===== src/ech_pkg.sv =====
`timescale 1ns / 1ps
// ----------------------------------------------------------------------------
// ECH configuration parser package
// Shared types and constants for the byte-serial ECH config parser.
// ----------------------------------------------------------------------------
package ech_pkg;

  // A blob shorter than this many bytes is reported as short.
  localparam logic [3:0] MIN_BLOB_BYTES = 4'd10;

  // Saturation limit of the suite counter.
  localparam logic [13:0] SUITE_COUNT_MAX = 14'h3FFF;

  // Configuration register indexes.
  localparam logic REG_FALLBACK_KDF  = 1'b0;
  localparam logic REG_FALLBACK_AEAD = 1'b1;

  // Parser phase within one blob.
  typedef enum logic [2:0] {
    PH_HEADER,
    PH_KEY,
    PH_LEN_HI,
    PH_LEN_LO,
    PH_SUITES,
    PH_TRAIL
  } phase_t;

  // Kind of a result item.
  typedef enum logic [1:0] {
    KIND_KEY,
    KIND_SUITE,
    KIND_STATUS
  } kind_t;

  // Final status of a blob.
  typedef enum logic [1:0] {
    ST_OK,
    ST_SHORT,
    ST_KEY_TRUNC
  } status_t;

  // Up to three result items caused by one input byte: a key byte or a parsed
  // suite, a fallback suite, and the closing status item.
  typedef struct packed {
    logic          prim_valid;
    logic          prim_suite;
    logic [7:0]    prim_key;
    logic [15:0]   prim_kdf;
    logic [15:0]   prim_aead;
    logic [15:0]   kem;
    logic          fb_valid;
    logic          st_valid;
    logic [15:0]   version;
    logic [7:0]    ident;
    status_t       status;
    logic [13:0]   count;
  } bundle_t;

endpackage


===== src/ech_parse_core.sv =====
`timescale 1ns / 1ps
// ----------------------------------------------------------------------------
// ECH parser core
// Holds the per-blob parse state and forms the result bundle for each byte.
// ----------------------------------------------------------------------------
module ech_parse_core (
  input  logic             clk,
  input  logic             rst,
  input  logic             accept,
  input  logic [7:0]       data_byte,
  input  logic             last_byte,
  output ech_pkg::bundle_t bundle
);

  ech_pkg::phase_t phase, phase_next;
  logic [3:0]  byte_count, byte_count_next;
  logic [15:0] field_hold, field_hold_next;
  logic [15:0] version_hold, version_hold_next;
  logic [7:0]  ident_hold, ident_hold_next;
  logic [15:0] kem_hold, kem_hold_next;
  logic [15:0] key_left, key_left_next;
  logic [15:0] suite_bytes_left, suite_bytes_left_next;
  logic [15:0] kdf_hold, kdf_hold_next;
  logic [13:0] suites_seen, suites_seen_next;
  logic [1:0]  suite_pos, suite_pos_next;

  // State registers; updated only on an input transfer.
  always_ff @(posedge clk) begin
    if (rst) begin
      phase            <= ech_pkg::PH_HEADER;
      byte_count       <= '0;
      field_hold       <= '0;
      version_hold     <= '0;
      ident_hold       <= '0;
      kem_hold         <= '0;
      key_left         <= '0;
      suite_bytes_left <= '0;
      kdf_hold         <= '0;
      suites_seen      <= '0;
      suite_pos        <= '0;
    end else if (accept) begin
      phase            <= phase_next;
      byte_count       <= byte_count_next;
      field_hold       <= field_hold_next;
      version_hold     <= version_hold_next;
      ident_hold       <= ident_hold_next;
      kem_hold         <= kem_hold_next;
      key_left         <= key_left_next;
      suite_bytes_left <= suite_bytes_left_next;
      kdf_hold         <= kdf_hold_next;
      suites_seen      <= suites_seen_next;
      suite_pos        <= suite_pos_next;
    end
  end

  // Next state and result bundle for the byte on the input.
  always_comb begin
    phase_next            = phase;
    byte_count_next       = byte_count;
    field_hold_next       = {field_hold[7:0], data_byte};
    version_hold_next     = version_hold;
    ident_hold_next       = ident_hold;
    kem_hold_next         = kem_hold;
    key_left_next         = key_left;
    suite_bytes_left_next = suite_bytes_left;
    kdf_hold_next         = kdf_hold;
    suites_seen_next      = suites_seen;
    suite_pos_next        = suite_pos;

    bundle            = '0;
    bundle.kem        = kem_hold;
    bundle.prim_key   = data_byte;
    bundle.prim_kdf   = kdf_hold;
    bundle.prim_aead  = field_hold_next;
    bundle.status     = ech_pkg::ST_OK;

    case (phase)
      ech_pkg::PH_HEADER: begin
        // Header fields are picked out by their byte position.
        if (byte_count == 4'd1) begin
          version_hold_next = field_hold_next;
        end else if (byte_count == 4'd2) begin
          ident_hold_next = data_byte;
        end else if (byte_count == 4'd4) begin
          kem_hold_next = field_hold_next;
        end else if (byte_count >= 4'd6) begin
          key_left_next = field_hold_next;
          phase_next    = (field_hold_next != '0) ? ech_pkg::PH_KEY : ech_pkg::PH_LEN_HI;
        end
      end
      ech_pkg::PH_KEY: begin
        bundle.prim_valid = 1'b1;
        key_left_next     = key_left - 16'd1;
        if (key_left == 16'd1) begin
          phase_next = ech_pkg::PH_LEN_HI;
        end
      end
      ech_pkg::PH_LEN_HI: begin
        phase_next = ech_pkg::PH_LEN_LO;
      end
      ech_pkg::PH_LEN_LO: begin
        suite_bytes_left_next = field_hold_next;
        suite_pos_next        = '0;
        phase_next = (field_hold_next != '0) ? ech_pkg::PH_SUITES : ech_pkg::PH_TRAIL;
      end
      ech_pkg::PH_SUITES: begin
        if (suite_pos == 2'd1) begin
          kdf_hold_next = field_hold_next;
        end
        // The fourth byte of a pair completes one suite.
        if (suite_pos == 2'd3) begin
          bundle.prim_valid = 1'b1;
          bundle.prim_suite = 1'b1;
          if (suites_seen != ech_pkg::SUITE_COUNT_MAX) begin
            suites_seen_next = suites_seen + 14'd1;
          end
        end
        suite_pos_next        = suite_pos + 2'd1;
        suite_bytes_left_next = suite_bytes_left - 16'd1;
        if (suite_bytes_left == 16'd1) begin
          phase_next = ech_pkg::PH_TRAIL;
        end
      end
      default: begin
      end
    endcase

    if (byte_count < ech_pkg::MIN_BLOB_BYTES) begin
      byte_count_next = byte_count + 4'd1;
    end

    // Closing status and optional fallback suite on the last byte.
    bundle.version = version_hold_next;
    bundle.ident   = ident_hold_next;
    bundle.count   = suites_seen_next;
    if (last_byte) begin
      bundle.st_valid = 1'b1;
      if (byte_count_next < ech_pkg::MIN_BLOB_BYTES) begin
        bundle.status = ech_pkg::ST_SHORT;
      end else if ((phase_next == ech_pkg::PH_HEADER) || (phase_next == ech_pkg::PH_KEY)) begin
        bundle.status = ech_pkg::ST_KEY_TRUNC;
      end else begin
        bundle.status = ech_pkg::ST_OK;
      end
      if ((bundle.status == ech_pkg::ST_OK) && (suites_seen_next == '0)) begin
        bundle.fb_valid = 1'b1;
        bundle.count    = 14'd1;
      end
      // The next byte starts a fresh blob.
      phase_next            = ech_pkg::PH_HEADER;
      byte_count_next       = '0;
      field_hold_next       = '0;
      version_hold_next     = '0;
      ident_hold_next       = '0;
      kem_hold_next         = '0;
      key_left_next         = '0;
      suite_bytes_left_next = '0;
      kdf_hold_next         = '0;
      suites_seen_next      = '0;
      suite_pos_next        = '0;
    end
  end

endmodule


===== src/ech_config_stream_parser.sv =====
`timescale 1ns / 1ps
// ----------------------------------------------------------------------------
// ECH configuration stream parser
// Parses an ECH config blob byte by byte into key bytes, suites and a status.
// ----------------------------------------------------------------------------
// Usage:
//   The input channel (data_valid / data_stall) carries one blob byte per
//   transfer, with last_byte set on the final byte. The result channel
//   (result_valid / result_stall) carries key bytes, cipher suites and one
//   closing status item per blob, in blob order.
//   Each byte is parsed in the cycle of its transfer; its results appear in
//   the result register on the next cycle.
//   A byte causes zero to three results. The result register holds them and
//   sends one per cycle unless the receiver stalls; a new byte is taken
//   while results are pending only in the cycle the last of them transfers.
//   Throughput is therefore one byte per cycle for bytes with at most one
//   result; otherwise the next byte waits for the last result to transfer.
//   When the receiver stalls, the current result holds and the input stalls
//   once the pending results cannot drain.
//   Reset clears the parse state and pending results, loads both fallback
//   registers with 1. The user writes them via write_enable / reg_index /
//   write_data only while the block is idle; the block does not enforce it.
//   On a failed status, key bytes already sent belong to a bad blob.
// ----------------------------------------------------------------------------
module ech_config_stream_parser (
  input  logic        clk,
  input  logic        rst,
  input  logic        write_enable,
  input  logic        reg_index,
  input  logic [15:0] write_data,
  input  logic        data_valid,
  output logic        data_stall,
  input  logic [7:0]  data_byte,
  input  logic        last_byte,
  output logic        result_valid,
  input  logic        result_stall,
  output logic [1:0]  result_kind,
  output logic [7:0]  key_byte,
  output logic [15:0] kem_id,
  output logic [15:0] kdf_id,
  output logic [15:0] aead_id,
  output logic [15:0] version,
  output logic [7:0]  config_ident,
  output logic [1:0]  status,
  output logic [13:0] suite_count,
  output logic        last_result
);

  logic             in_xfer;
  logic             out_xfer;
  logic             one_left;
  ech_pkg::bundle_t bundle_new;
  ech_pkg::bundle_t held;
  logic             prim_valid, fb_valid, st_valid;
  logic [15:0]      fallback_kdf;
  logic [15:0]      fallback_aead;

  // Configuration registers.
  always_ff @(posedge clk) begin
    if (rst) begin
      fallback_kdf  <= 16'd1;
      fallback_aead <= 16'd1;
    end else if (write_enable) begin
      if (reg_index == ech_pkg::REG_FALLBACK_KDF) begin
        fallback_kdf <= write_data;
      end else begin
        fallback_aead <= write_data;
      end
    end
  end

  // Handshake: accept a byte when nothing is pending or the last pending
  // result transfers in this cycle.
  assign result_valid = prim_valid | fb_valid | st_valid;
  assign out_xfer     = result_valid & ~result_stall;
  assign one_left     = $countones({prim_valid, fb_valid, st_valid}) == 1;
  assign data_stall   = result_valid & ~(one_left & ~result_stall);
  assign in_xfer      = data_valid & ~data_stall;

  ech_parse_core u_core (
    .clk       (clk),
    .rst       (rst),
    .accept    (in_xfer),
    .data_byte (data_byte),
    .last_byte (last_byte),
    .bundle    (bundle_new)
  );

  // Pending result flags; the earliest one leaves on each output transfer.
  always_ff @(posedge clk) begin
    if (rst) begin
      prim_valid <= 1'b0;
      fb_valid   <= 1'b0;
      st_valid   <= 1'b0;
    end else if (in_xfer) begin
      prim_valid <= bundle_new.prim_valid;
      fb_valid   <= bundle_new.fb_valid;
      st_valid   <= bundle_new.st_valid;
    end else if (out_xfer) begin
      if (prim_valid) begin
        prim_valid <= 1'b0;
      end else if (fb_valid) begin
        fb_valid <= 1'b0;
      end else begin
        st_valid <= 1'b0;
      end
    end
  end

  // Result payload register.
  always_ff @(posedge clk) begin
    if (in_xfer) begin
      held <= bundle_new;
    end
  end

  // Output selection for the earliest pending result.
  always_comb begin
    result_kind  = ech_pkg::KIND_STATUS;
    key_byte     = '0;
    kem_id       = '0;
    kdf_id       = '0;
    aead_id      = '0;
    version      = '0;
    config_ident = '0;
    status       = '0;
    suite_count  = '0;
    last_result  = 1'b0;
    if (prim_valid) begin
      if (held.prim_suite) begin
        result_kind = ech_pkg::KIND_SUITE;
        kem_id      = held.kem;
        kdf_id      = held.prim_kdf;
        aead_id     = held.prim_aead;
      end else begin
        result_kind = ech_pkg::KIND_KEY;
        key_byte    = held.prim_key;
      end
    end else if (fb_valid) begin
      result_kind = ech_pkg::KIND_SUITE;
      kem_id      = held.kem;
      kdf_id      = fallback_kdf;
      aead_id     = fallback_aead;
    end else if (st_valid) begin
      result_kind  = ech_pkg::KIND_STATUS;
      version      = held.version;
      config_ident = held.ident;
      status       = held.status;
      suite_count  = held.count;
      last_result  = 1'b1;
    end
  end

  // A byte may only overtake pending results as the last one drains.
  assert property (@(posedge clk) disable iff (rst)
    (in_xfer && result_valid) |-> (one_left && !result_stall))
    else $error("input transfer while results still pending");

  // The fallback suite only precedes an ok status.
  assert property (@(posedge clk) disable iff (rst)
    fb_valid |-> (st_valid && held.status == ech_pkg::ST_OK))
    else $error("fallback suite without an ok status");

  // An ok status always reports at least one suite.
  assert property (@(posedge clk) disable iff (rst)
    (st_valid && held.status == ech_pkg::ST_OK) |-> (held.count != '0))
    else $error("ok status with no suite");

  // A status item with pending results never vanishes without a transfer.
  assert property (@(posedge clk) disable iff (rst)
    (st_valid && !out_xfer) |=> st_valid)
    else $error("status item lost");

endmodule

===== config.mk =====
export PLATFORM = sky130hd
export DESIGN_NAME = ech_config_stream_parser
export DESIGN_NICKNAME = d
export VERILOG_FILES = /design/src/ech_pkg.sv /design/src/ech_parse_core.sv /design/src/ech_config_stream_parser.sv
export SDC_FILE = /design/constraint.sdc
export NUM_CORES = 1
export LEC_CHECK = 0
export BUFFER_PORTS_ARGS = -buffer_cell sky130_fd_sc_hd__buf_2
export CAP_MARGIN = 20
export CORE_ASPECT_RATIO = 0.7
export CORE_MARGIN = 8
export CORE_UTILIZATION = 60
export CTS_BUF_LIST = sky130_fd_sc_hd__clkbuf_4 sky130_fd_sc_hd__clkbuf_8
export CTS_CLUSTER_DIAMETER = 150
export DETAILED_ROUTE_END_ITERATION = 16
export HOLD_SLACK_MARGIN = 0.05
export PLACE_DENSITY = 0.82
export SLEW_MARGIN = 25
export SYNTH_ARGS = -nofsm -noshare
export SYNTH_HDL_FRONTEND = slang
export SYNTH_SLANG_ARGS = --single-unit

===== constraint.sdc =====
create_clock -name clk -period 7.22 [get_ports clk]
set_input_delay 0.361 -clock clk [delete_from_list [all_inputs] [get_ports clk]]
set_output_delay 0.361 -clock clk [all_outputs]
set_load 0.02 [all_outputs]

### Word-level counts from Yosys, hierarchy flattened

Index checks and enable logic that the tools add are counted.

| word-level totals | value |
|---|---|
| flip-flop bits (word level) | 251 |
| latch bits | 0 |
| memory bits (writable) | 0 |
| memory bits (read-only) | 0 |
| input bits | 31 |
| word-level logic and storage cells | 178 |
| memories | 0 |

| operators by class | value |
|---|---|
| $add $sub $neg | 7 |
| multiply operators | 0 |
| div/mod/pow operators | 0 |
| $lt $le $gt $ge | 3 |
| equal/unequal tests | 22 |
| shift-type cells | 0 |
| mux-type cells | 89 |
| bitwise logic cells | 10 |
| reductions and logical operators | 22 |

Operator list:

| cell | count |
|---|---|
| 2-to-1 mux 16 bit | 29 |
| 2-to-1 mux 14 bit | 9 |
| 2-to-1 mux 8 bit | 10 |
| case mux 16 bit (2 select lines) | 2 |
| equality test 16 x 1 -> 1 bit, second input constant | 2 |
| subtractor 16 x 1 -> 16 bit, second input constant | 2 |
| 2-to-1 mux 2 bit | 12 |
| 2-to-1 mux 3 bit | 7 |
| nonzero test 16 bit | 1 |
| 2-to-1 mux 1 bit | 15 |
| case mux 3 bit (5 select lines) | 1 |
| adder 14 x 1 -> 14 bit, second input constant | 1 |
| zero test 14 bit | 1 |
| != test 14 bit, second input constant | 1 |
| nonzero test 2 bit | 5 |
| equality test 3 x 1 -> 1 bit, second input constant | 3 |
| != test 3 bit, second input constant | 3 |
| < comparator 4 bit, second input constant | 2 |
| 2-to-1 mux 4 bit | 2 |
| != test 2 bit, second input constant | 4 |
| AND reduction 2 bit | 4 |
| equality test 3 x 2 -> 1 bit, second input constant | 2 |
| zero test 3 bit | 2 |
| AND reduction 3 bit | 2 |
| 23 further kinds | 31 |

### Depth between registers and ports, before layout

| logic depth | value |
|---|---|
| depth in word-level cells | 17 |
| mapped depth | 12 |

### By module

A second synthesis with hierarchy kept.

| second synthesis, totals | value |
|---|---|
| cells, all modules | 1212 |
| area total of the unflattened synthesis | 11499.8 um^2 |

By module, submodules not included:

| module | instances | cells an instance | area an instance (um^2) |
|---|---|---|---|
| ech_parse_core | 1 | 827 | 6452.4 |
| ech_config_stream_parser | 1 | 385 | 5047.3 |

### Least setup slack after synthesis

No wires, ideal clock.

| timing path | value |
|---|---|
| path type | register to register |
| start | reg prim_valid |
| end | reg held[0] in the netlist's numbering (enable) |
| library setup time | 488 ps |
| arrival | 4760 ps |
| data required time | 6732 ps |
| setup slack | 1972 ps |
| cell stages (with the launch flop) | 10 |
| clock period less this slack | 5248 ps |
| cell sequence | dfxtp_1 -> clkbuf_1 -> inv_1 -> fa_1 -> or3b_1 -> and2_1 -> nand2b_1 -> inv_2 -> buf_2 -> buf_1 |

| between the ends | value |
|---|---|
| longest elaborated chain between the ends | 7 |
| elaborated cells between the ends (all ways) | 9 |
| those cells by class | add/sub (1); eq/ne (1); bitwise (7) |

Ends and longest elaborated chain:

| item | RTL line | source |
|---|---|---|
| from (decl) | ech_config_stream_parser.sv:54 | `logic prim_valid, fb_valid, st_valid;` |
| from (signal assigned) | ech_config_stream_parser.sv:96 | `prim_valid <= bundle_new.prim_valid;` |
| adder 2 x 1 -> 3 bit (not written as such) | ech_config_stream_parser.sv:76 | `assign one_left = $countones({prim_valid, fb_valid, st_valid}) == 1;` |
| equality test 3 x 1 -> 1 bit | ech_config_stream_parser.sv:76 |  |
| bitwise AND 1 bit | ech_config_stream_parser.sv:77 | `assign data_stall = result_valid & ~(one_left & ~result_stall);` |
| NOT 1 bit | ech_config_stream_parser.sv:77 |  |
| bitwise AND 1 bit * | ech_config_stream_parser.sv:77 |  |
| via data_stall | ech_config_stream_parser.sv:32 | `output logic data_stall,` |
| NOT 1 bit * | ech_config_stream_parser.sv:78 | `assign in_xfer = data_valid & ~data_stall;` |
| bitwise AND 1 bit * | ech_config_stream_parser.sv:78 |  |
| via in_xfer | ech_config_stream_parser.sv:49 | `logic in_xfer;` |
| to (signal assigned) | ech_config_stream_parser.sv:113 | `held <= bundle_new;` |
| to (decl) | ech_config_stream_parser.sv:53 | `ech_pkg::bundle_t held;` |

Mark *: on every way through the listed nets, which the timed path passes. The rest lies on a longest branch.
A chain may end at the register's enable or synchronous reset.

### Worst setup path in the final report

| timing path | value |
|---|---|
| start | reg st_valid |
| end | reg u_core.suites_seen[11] |

| between the ends | value |
|---|---|
| longest elaborated chain between the ends | 8 |
| elaborated cells between the ends (all ways) | 9 |
| those cells by class | add/sub (2); eq/ne (1); bitwise (6) |

Ends and longest elaborated chain:

| item | RTL line | source |
|---|---|---|
| from (decl) | ech_config_stream_parser.sv:54 |  |
| from (signal assigned) | ech_config_stream_parser.sv:98 | `st_valid <= bundle_new.st_valid;` |
| adder 1 x 1 -> 2 bit (not written as such) | ech_config_stream_parser.sv:76 |  |
| adder 2 x 1 -> 3 bit (not written as such) | ech_config_stream_parser.sv:76 |  |
| equality test 3 x 1 -> 1 bit | ech_config_stream_parser.sv:76 |  |
| bitwise AND 1 bit | ech_config_stream_parser.sv:77 |  |
| NOT 1 bit | ech_config_stream_parser.sv:77 |  |
| bitwise AND 1 bit * | ech_config_stream_parser.sv:77 |  |
| NOT 1 bit * | ech_config_stream_parser.sv:78 |  |
| bitwise AND 1 bit * | ech_config_stream_parser.sv:78 |  |
| to (signal assigned) | ech_parse_core.sv:51 | `suites_seen <= suites_seen_next;` |
| to (decl) | ech_parse_core.sv:24 | `logic [13:0] suites_seen, suites_seen_next;` |

Every way passes the cells marked *; elsewhere a longest branch is shown, timed or not.

==> out/results.ini <==
[floorplanning]
chipHeight_um = 130.1
fp-row-count = 41
die-area_um2 = 23290
die_x_um = 179.0
pin_count = 132
core_area_um2 = 18110
start_util = 0.6163

[critical_path]
reg2reg_slack_ps = 2630
timing.critical_path.fanout_max = 63
arrival_ps = 5030
end_kind = register
critical_path_class = register to register
worst_setup_path_start_kind = register
reg2reg_from = st_valid$_SDFFE_PP0P_
r2r-end = u_core.suites_seen[11]$_SDFFE_PP0P_
r2r.worst_path.cells = 11
required_ps = 7660

[logic_synthesis]
synthCells = 1200
synth_edf_count = 89
syn_nets = 1243
ys_seq_area_frac = 0.5158
synth_area_um2 = 11160
avgSynthCellArea_um2 = 9.300
yosysTopAreaCellShare = 0.2763
synth.distinct_cells = 71
ys_warn_count = 0
ys_ff_latch = 243
synth_area_leader_cell = dfxtp_1
ys.flop_type = dfxtp_1
async_flop_share = 0
synth_area_leaders = dfxtp_1 28%, edfxtp_1 24%, nand2_1 5.7%, a21oi_1 4.9%, nor2_1 3.9%

[route]
dr.pass1.iters = 6
viasPerCell = 6.124
drc = 0
totalWireLength_um = 29950
vias = 9516
drtIter0Drc = 990
wire_per_inst_um = 19.27
ant_nets = 0

[timing]
worst_slew_pin_slew_ps = 1045
fin_skew_ps = 21.94
hold_slack_ps = 96.98
slew_violations = 0
finalCritPeriodShare = 0.6351
setup_viol = 0
max_slew_margin = 0.2996
setup_ws_ps = 2634
setup-tns-final_ps = 0
fmax_mhz = 218.1
period_minus_slack_ps = 4586
rsz0062_at_grt = no
hold_viol = 0

[grt]
grt_pass1_vias = 8759
grtUsageTotal = 0.2454
gr-total-overflow = 0
grt_pass1_wl_um = 46060
antenna_found_initial = 0
grt_max_degree = 106

[clocking]
cts_tree = built
htreeDepth = 2
insertion_delay_ps = 520
root_buffer = clkbuf_8
clkSinkCount = 243
cts_made_buffers = 37
cts_resized = 0
path_clk_slew_ps = 60
cts_setup_buffers = 0
postCtsHoldBufs = 0
clock_path_buffers = 3

[place]
port_buffers = 131
placed_cell_area_um2 = 11840
place_ws_ps = 2296
place_inst = 1489
hpwl_um = 19510
gp_congestion = 0.8888

[status]
outcome = completed

[cells_and_area]
drive_gt1_frac = 0.1988
fin_cells = 1554
diodes = 0
fillers = 1338
postLayoutCellArea_um2 = 12650
finalNetCount = 1335
areaGrowthSynthToFinish_pct = 13.40

[flow_run]
cap_violations = 0

[min_path]
worstHoldStart = write_data[12]
min_to = fallback_aead[12]$_SDFFE_PP0P_
whs_path_depth = 3
hold_class = primary input to register

[pwr]
power_frac_seq = 0.507
powerDensity_nw_per_um2 = 234.4
p_comb_frac = 0.079
p_switching_uw = 713.9
p_clk_frac = 0.414
cell_internal_pwr_uw = 2253
max-vdd-ir-drop_uv = 149.5
switching_share = 0.2407
power_leakage_uw = 0.005100

## cell usage in the layout (no fill, tap or decap), types with 14 or more instances in the layout
| cell type | instances |
|---|---|
| buf_2 | 130 |
| mux2_2 | 28 |
| nand3_1 | 16 |
| clkbuf_4 | 16 |
| dfxtp_1 | 153 |
| a21oi_1 | 109 |
| nor2b_1 | 28 |
| nand2_1 | 169 |
| edfxtp_1 | 89 |
| nor3_1 | 20 |
| a22o_1 | 33 |
| o21ai_0 | 44 |
| nor2_1 | 113 |
| inv_1 | 21 |
| a22oi_1 | 51 |
| and2_1 | 14 |
| clkbuf_8 | 41 |
| and3_1 | 48 |
## kinds of logic after synthesis
kind of cell               synth area share
AOI/OAI and AO/OA                    0.1661
xor gates and xnor gates           0.009418
adders and majority gates           0.01413
buffers and inverters               0.04182
DFF                                  0.5158
muxes                               0.02825
and+or+nand+nor                      0.2246
## registers in the layout (all words and copies together) (netlist names), 16 cells and up
signal,flops
u_core.key_left,16
u_core.suite_bytes_left,16
u_core.version_hold,16
u_core.kem_hold,16
held,89
fallback_kdf,16
u_core.kdf_hold,16
fallback_aead,16
## synth_stat cells (3+ instances only)
cell,count
clkbuf_1,78
nor3b_1,10
o31ai_1,9
nand2b_1,12
a31oi_1,9
a21oi_1,109
a22oi_1,51
nor3_1,20
and3_1,48
nor2b_1,29
dfxtp_1,154
xor2_1,6
nand4_1,11
inv_1,21
nand4b_1,3
nand2_1,169
buf_2,3
nor2_1,116
a22o_1,33
nor4_1,13
nand3_1,16
clkbuf_8,3
ha_1,11
and4_1,3
a211oi_1,9
or3_1,9
o21ai_1,3
edfxtp_1,89
nand3b_1,6
or2_2,4
o21ai_0,44
mux2_2,28
and2_1,14
o21a_1,3
xnor2_1,6
or4_1,4
## cell type report
type / count / area (um^2) / share of cell area
clock buffers: 57 / 684.4 / 0.05408
clock inverters: 8 / 117.6 / 0.009294
inverters: 22 / 85.08 / 0.006723
multi-input cells: 846 / 4971 / 0.3928
flip-flops and latches: 243 / 5757 / 0.4549
well taps: 236 / 295.3 / 0.02333
repair buffers: 142 / 744.5 / 0.05883
## metal layers
| layer | vias to the layer above | wire length [um] | track usage |
|---|---|---|---|
| met5 | - | 0 | 0 |
| met4 | 0 | 484 | 0.06641 |
| met3 | 52 | 3406 | 0.06407 |
| met2 | 473 | 13310 | 0.3782 |
| met1 | 4504 | 12750 | 0.3379 |
| li1 | 4487 | - | - |
## critical path, cell delays in order (launching register included)
cell and delay [ps]:
dfxtp_2 690, inv_1 160, fa_1 470, or3b_1 430, and2_1 190, nand2b_1 130
buf_4 230, inv_4 600, buf_4 660, nand2b_1 350, or3_1 390, a21oi_1 140
## metrics by stage
step	total power, uW	util
after floorplan	1682	-
after global placement	1753	0.6535
after detailed placement	1760	0.6538
after CTS	2974	0.6981
after global routing	3061	0.6988
final	2967	0.6988
## power groups by stage
stage	sequential [uW]	clock [uW]	combinational, uW
2_1_floorplan	1520	0	163
3_3_place_gp	1530	0	223
4_1_cts	1500	1240	231
5_1_grt	1510	1300	256
6_report	1500	1230	235
3_5_place_dp	1530	0	229
## how the worst max path moves through the flow
stage / start / slack (ps) / endpoint / depth (start not counted)
global placement: st_valid$_SDFFE_PP0P_ / 2520 / u_core.suites_seen[11]$_SDFFE_PP0P_ / 11
detailed placement: st_valid$_SDFFE_PP0P_ / 2300 / u_core.suites_seen[11]$_SDFFE_PP0P_ / 11
global route: st_valid$_SDFFE_PP0P_ / 2260 / u_core.suite_bytes_left[11]$_SDFFE_PP0P_ / 12
finish: st_valid$_SDFFE_PP0P_ / 2630 / u_core.suites_seen[11]$_SDFFE_PP0P_ / 11
CTS: st_valid$_SDFFE_PP0P_ / 2270 / u_core.suites_seen[11]$_SDFFE_PP0P_ / 11
floorplan: prim_valid$_SDFFE_PP0P_ / 1970 / held[0]$_DFFE_PP_ / 9
Power figures use the tool's default switching activity.
